## src/rtl/ffl_pkg.sv

```systemverilog
// Shared constants and helpers for the fast float natural log pipeline.
package ffl_pkg;

  localparam logic [31:0] ExpOffset = 32'h3f2aaaab;
  localparam logic [31:0] ExpMask   = 32'hff800000;

  // Polynomial coefficients and ln2 as single-precision bit patterns
  localparam logic [31:0] CoefA = 32'h3e6c6078;  //  0.230836749
  localparam logic [31:0] CoefB = 32'hbe8ef46d;  // -0.279208571
  localparam logic [31:0] CoefC = 32'h3ea9e51a;  //  0.331826031
  localparam logic [31:0] CoefD = 32'hbeff712d;  // -0.498910338
  localparam logic [31:0] Ln2   = 32'h3f317218;  //  0.693147182
  localparam logic [31:0] FZero = 32'h00000000;

  localparam int FmaStages = 4;
  localparam int Latency   = 2 + 4 * FmaStages;

  // Leading zero count of a 52-bit word; 52 when the word is zero.
  function automatic logic [5:0] lzc52(input logic [51:0] x);
    logic [5:0] n;
    logic       found;
    n     = 6'd52;
    found = 1'b0;
    for (int i = 51; i >= 0; i--) begin
      if (!found && x[i]) begin
        n     = 6'(51 - i);
        found = 1'b1;
      end
    end
    return n;
  endfunction

endpackage

```

## src/rtl/ffl_fma.sv

```systemverilog
// Four-stage single-precision fused multiply-add, round to nearest even.
module ffl_fma import ffl_pkg::*; (
  input  logic        clk,
  input  logic [31:0] a,
  input  logic [31:0] b,
  input  logic [31:0] c,
  output logic [31:0] y
);

  // stage 1: multiply
  logic [47:0] s1_prod;
  logic [9:0]  s1_esum;
  logic        s1_psign;
  logic        s1_pzero;
  logic [31:0] s1_c;

  always_ff @(posedge clk) begin
    s1_prod  <= {|a[30:23], a[22:0]} * {|b[30:23], b[22:0]};
    s1_esum  <= {2'b0, a[30:23]} + {2'b0, b[30:23]};
    s1_psign <= a[31] ^ b[31];
    s1_pzero <= (a[30:23] == 8'd0) || (b[30:23] == 8'd0);
    s1_c     <= c;
  end

  // stage 2: align smaller operand to the larger one
  logic [47:0] xp, xc, big_x, small_x;
  logic [9:0]  ebp, ebc, big_e, small_e, shift_amt;
  logic        czero, prod_big, big_s, small_s;
  logic [50:0] small_ext, small_sh, sticky_mask;
  logic        sticky;

  logic [50:0] s2_big;
  logic [50:0] s2_small;
  logic        s2_sub;
  logic        s2_sign;
  logic [9:0]  s2_e;
  logic        s2_zsign;

  always_comb begin
    xp       = s1_prod[47] ? s1_prod : {s1_prod[46:0], 1'b0};
    ebp      = s1_esum + {9'd0, s1_prod[47]};
    xc       = {|s1_c[30:23], s1_c[22:0], 24'd0};
    ebc      = {2'b0, s1_c[30:23]} + 10'd127;
    czero    = (s1_c[30:23] == 8'd0);
    prod_big = !s1_pzero && (czero || ebp >= ebc);
    big_x    = prod_big ? xp : xc;
    big_e    = prod_big ? ebp : ebc;
    big_s    = prod_big ? s1_psign : s1_c[31];
    small_x  = prod_big ? xc : xp;
    small_e  = prod_big ? ebc : ebp;
    small_s  = prod_big ? s1_c[31] : s1_psign;
    shift_amt = big_e - small_e;
    small_ext = {small_x, 3'b000};
    if (shift_amt >= 10'd51) begin
      small_sh    = '0;
      sticky_mask = '1;
    end else begin
      small_sh    = small_ext >> shift_amt[5:0];
      sticky_mask = ~({51{1'b1}} << shift_amt[5:0]);
    end
    sticky = |(small_ext & sticky_mask);
  end

  always_ff @(posedge clk) begin
    s2_big   <= {big_x, 3'b000};
    s2_small <= {small_sh[50:1], small_sh[0] | sticky};
    s2_sub   <= big_s ^ small_s;
    s2_sign  <= big_s;
    s2_e     <= big_e;
    s2_zsign <= s1_pzero && czero && s1_psign && s1_c[31];
  end

  // stage 3: add or subtract, leading zero count
  logic [52:0] sum, sum_abs;
  logic        neg;

  logic [51:0] s3_abs;
  logic [5:0]  s3_lz;
  logic        s3_sign;
  logic [9:0]  s3_e;
  logic        s3_zsign;

  always_comb begin
    if (s2_sub) sum = {2'b0, s2_big} - {2'b0, s2_small};
    else        sum = {2'b0, s2_big} + {2'b0, s2_small};
    neg     = s2_sub && sum[52];
    sum_abs = neg ? (53'd0 - sum) : sum;
  end

  always_ff @(posedge clk) begin
    s3_abs   <= sum_abs[51:0];
    s3_lz    <= lzc52(sum_abs[51:0]);
    s3_sign  <= s2_sign ^ neg;
    s3_e     <= s2_e;
    s3_zsign <= s2_zsign;
  end

  // stage 4: normalize and round
  logic [51:0] norm;
  logic [10:0] exp_r;
  logic        inc;

  always_comb begin
    norm  = s3_abs << s3_lz;
    exp_r = {1'b0, s3_e} - 11'd126 - {5'd0, s3_lz};
    inc   = norm[27] && ((|norm[26:0]) || norm[28]);
  end

  always_ff @(posedge clk) begin
    if (s3_abs == 52'd0) y <= {s3_zsign, 31'd0};
    else                 y <= {s3_sign, {exp_r[7:0], norm[50:28]} + {30'd0, inc}};
  end

endmodule

```

## config.mk

```make
export PLATFORM = sky130hd
export DESIGN_NAME = ffl_fma
export DESIGN_NICKNAME = d
export VERILOG_FILES = /design/src/rtl/ffl_pkg.sv /design/src/rtl/ffl_fma.sv
export SDC_FILE = /design/constraint.sdc
export NUM_CORES = 2
export LEC_CHECK = 0
export BUFFER_PORTS_ARGS = -buffer_cell sky130_fd_sc_hd__buf_2
export CORE_MARGIN = 10
export CORE_UTILIZATION = 55
export DETAILED_ROUTE_END_ITERATION = 7
export GPL_ROUTABILITY_DRIVEN = 0
export GPL_TIMING_DRIVEN = 0
export PLACE_DENSITY = 0.7
export SLEW_MARGIN = 20
export SYNTH_ARGS = -nofsm -noshare
export SYNTH_HDL_FRONTEND = slang
export SYNTH_SLANG_ARGS = --single-unit
```

## constraint.sdc

```tcl
create_clock -name clk -period 22.5 [get_ports clk]
set_clock_uncertainty 0.15 [all_clocks]
set_input_delay 2.25 -clock clk [delete_from_list [all_inputs] [get_ports clk]]
set_output_delay 2.25 -clock clk [all_outputs]
set_load 0.1 [all_outputs]
```

==> impl_metrics.py <==
metrics = {
    "synthesis": {
        "syn_inst": 5302,
        "ys_warn_count": 0,
        "ys_ff_latch": 301,
        "yosys-top-cells-count": "726 x nand2_1, 654 x inv_1, 485 x fa_1",
        "synth_edf_count": 0,
        "synthSimpleGateAreaFrac_pct": 21.00,
        "synth_fa_ha_area_share_pct": 31.13,
        "synth_top_area_cell": "fa_1",
        "synth.most_common_cell": "nand2_1",
        "synthesis.nets": 6190,
        "syn_area_sq_mm": 0.04349,
        "synthTopCellsByArea": "fa_1 22%, dfxtp_1 14%, ha_1 8.8%",
        "synth_top_area_share_pct": 22.32,
        "synth_flop_cell": "dfxtp_1",
        "syn_avg_cell_area_sq_um": 8.203,
        "synth_top_family_by_area": "adder cells",
        "synthMuxAreaShare_pct": 7.526,
        "synth-xor-area-share_pct": 3.461,
        "ys_types": 106,
        "synth_compound_area_share_pct": 14.78,
        "synthArstFlopShare_pct": 0,
        "yosysSeqAreaShare_pct": 13.86,
    },
    "clock_network": {
        "cts_buffers": 31,
        "post_cts_buffers": 0,
        "cts_sinks": 301,
        "clock_path_buffers": 3,
        "clkSlewWorstSetupHoldPaths_ps": 60,
        "cts-htree-levels": 1,
        "hold_buffers": 0,
        "cts_resized": 0,
        "cts_tree": "yes",
        "clock_latency_ps": 610,
        "cts-root-buf": "clkbuf_16",
    },
    "worst_setup_path": {
        "rr_worst_depth": 28,
        "worstPathMaxFanout": 10,
        "r2r_slack_ps": 11490,
        "arrival_ps": 11180,
        "start_kind": "flop",
        "crit_required_ps": 22670,
        "crit_top_cell": "clkbuf_1",
        "reg2reg_to": "s2_small[0]",
        "regToRegStartpoint": "s1_prod[47]",
        "critPathMaxStageDelay_ps": 760,
        "crit_type": "reg -> reg",
        "critPathCaptureType": "flop",
        "slowest_stage": "buf_1",
    },
    "final_layout": {
        "finalNetCount": 6352,
        "drive_above_1_share_pct": 6.798,
        "fill_cells": 7237,
        "ff_latch_area_sq_mm": 0.006026,
        "multi_input_area_sq_mm": 0.03390,
        "area_growth_syn_to_layout_pct": 7.042,
        "fin_util_pct": 59.12,
    },
    "hold_path": {
        "hold_end": "s3_e[1]",
        "min_path_type": "reg -> reg",
        "hold_path.startpoint": "s2_e[1]",
        "min_path_cells": 0,
    },
    "global_route": {
        "gr-total-overflow": 0,
        "grt_use_total_pct": 34.44,
        "grt_max_degree": 17,
        "grt_antenna_before_repair": 12,
        "grt_pass1_wl_um": 242500,
        "grt_pass1_vias": 41500,
    },
    "timing": {
        "final_max_slew_viol_count": 0,
        "rsz0062_at_grt": "no",
        "fin_crit_sh_pct": 48.92,
        "fin_hold_ws_ps": 172.9,
        "setup_viol": 0,
        "tns_ps": 0,
        "slew_headroom_pct": 19.77,
        "fin_ws_ps": 11490,
        "timing.final.crit_period_ps": 11010,
        "max_freq_ghz": 0.09085,
        "finalHoldViolations": 0,
        "worst_pin_slew_ps": 1187,
    },
    "run": {
        "drv_cap": 0,
    },
    "die": {
        "coreArea_sq_mm": 0.07874,
        "start_util_pct": 55.23,
        "row_count": 103,
        "die_y_um": 301.2,
        "die_x_um": 301.2,
        "io_pins": 129,
        "dieArea_sq_mm": 0.09072,
    },
    "placement": {
        "preCtsSetupSlack_ps": 11150,
        "dp_hpwl_um": 127200,
        "io_buffers": 128,
    },
    "route": {
        "avgViaCountPerCell": 6.344,
        "dr.pass1.iters": 7,
        "route.detailed.drc": 0,
        "ant_nets": 0,
        "dr.first_iter.drc_count": 5098,
        "dr_total_vias": 41530,
        "routedWlPerCell_um": 24.30,
        "drt-total-wl_um": 159100,
    },
    "status": {
        "status": "complete, no violations",
    },
}
[state kept, by name, indices dropped and copies added, names as in the netlist, 6 cells and up]
name      cells
s1_esum       9
s3_e          8
s2_big       48
s1_c         32
s2_e          8
s3_lz         6
s3_abs       52
s2_small     51
s1_prod      48
y            32
[area by class of cell]
cell class / instances / area share, %
multi-input cells: 4052 / 72.82
flip-flops and latches: 301 / 12.94
inverters: 659 / 5.313
well taps: 1050 / 2.822
plain buffers: 290 / 2.392
clock buffers: 37 / 1.801
repair buffers: 129 / 1.392
clock inverters: 19 / 0.4730
diodes: 9 / 0.04838
[kinds of logic (layout without fill, tap and decap cells)]
kind of cell | Yosys count | count (layout)
compound gates | 968 | 968
xor+xnor | 171 | 171
fa+ha+maj | 791 | 791
buf+inv | 949 | 1134
flops | 301 | 301
mux | 254 | 254
other cells | 0 | 9
simple gates | 1868 | 1868
[metrics by stage]
step | cell area (sq um) | instances
6_report | 46550 | 6546
5_1_grt | 46530 | 6537
4_1_cts | 46510 | 6536
3_5_place_dp | 45450 | 6480
3_3_place_gp | 45450 | 6480
2_1_floorplan | 43490 | 5302
[worst max-delay path, delay by kind of cell (launching register included)]
family	cells	cell delay, ps
AO/OA/AOI/OAI	9	1830
XOR/XNOR	1	380
adder cells (fa/ha/maj)	4	1090
buffers and inverters	6	3400
flip-flops	1	570
AND/OR/NAND/NOR	8	3280
[layer usage]
layer | GRT usage (%) | vias up | routed length [um]
met5 | 0 | - | 70
met1 | 39.37 | 19650 | 55940
met3 | 9.801 | 858 | 18270
met4 | 22.84 | 10 | 13540
li1 | - | 18180 | -
met2 | 55.80 | 2836 | 71270
[how the worst max path moves through the flow]
stage | startpoint | end
4_1_cts | a[13] | s1_prod[46]
5_1_grt | s1_prod[47] | s2_small[16]
6_report | s1_prod[47] | s2_small[0]
2_1_floorplan | a[29] | s1_prod[47]
3_5_place_dp | a[13] | s1_prod[46]
3_3_place_gp | a[13] | s1_prod[46]
[placed cells by master (no fill, tap or decap), drive strengths merged, types with 24 or more instances in the layout]
cell type / synthesis / routed
o211ai: 48 / 48
xnor2: 123 / 123
or2: 24 / 24
buf: 50 / 179
and2: 279 / 279
a211oi: 60 / 60
nor2b: 30 / 30
a21o: 57 / 57
a21oi: 265 / 265
o21a: 30 / 30
a31oi: 51 / 51
dfxtp: 301 / 301
mux2i: 147 / 147
nor3: 97 / 97
nand2: 726 / 726
o21ai: 178 / 178
inv: 655 / 661
o31ai: 33 / 33
mux2: 54 / 54
o22ai: 24 / 24
nor2: 334 / 334
ha: 306 / 306
o21bai: 36 / 36
or3: 27 / 27
xor2: 48 / 48
nand3: 82 / 82
mux4: 53 / 53
nand2b: 30 / 30
fa: 485 / 485
clkbuf: 240 / 277
nor4: 62 / 62
nand4: 45 / 45
and3: 40 / 40
Power is left out: the tool's default activity adds up to more than one toggle a clock period on the data nets, which glitch-free logic cannot reach.
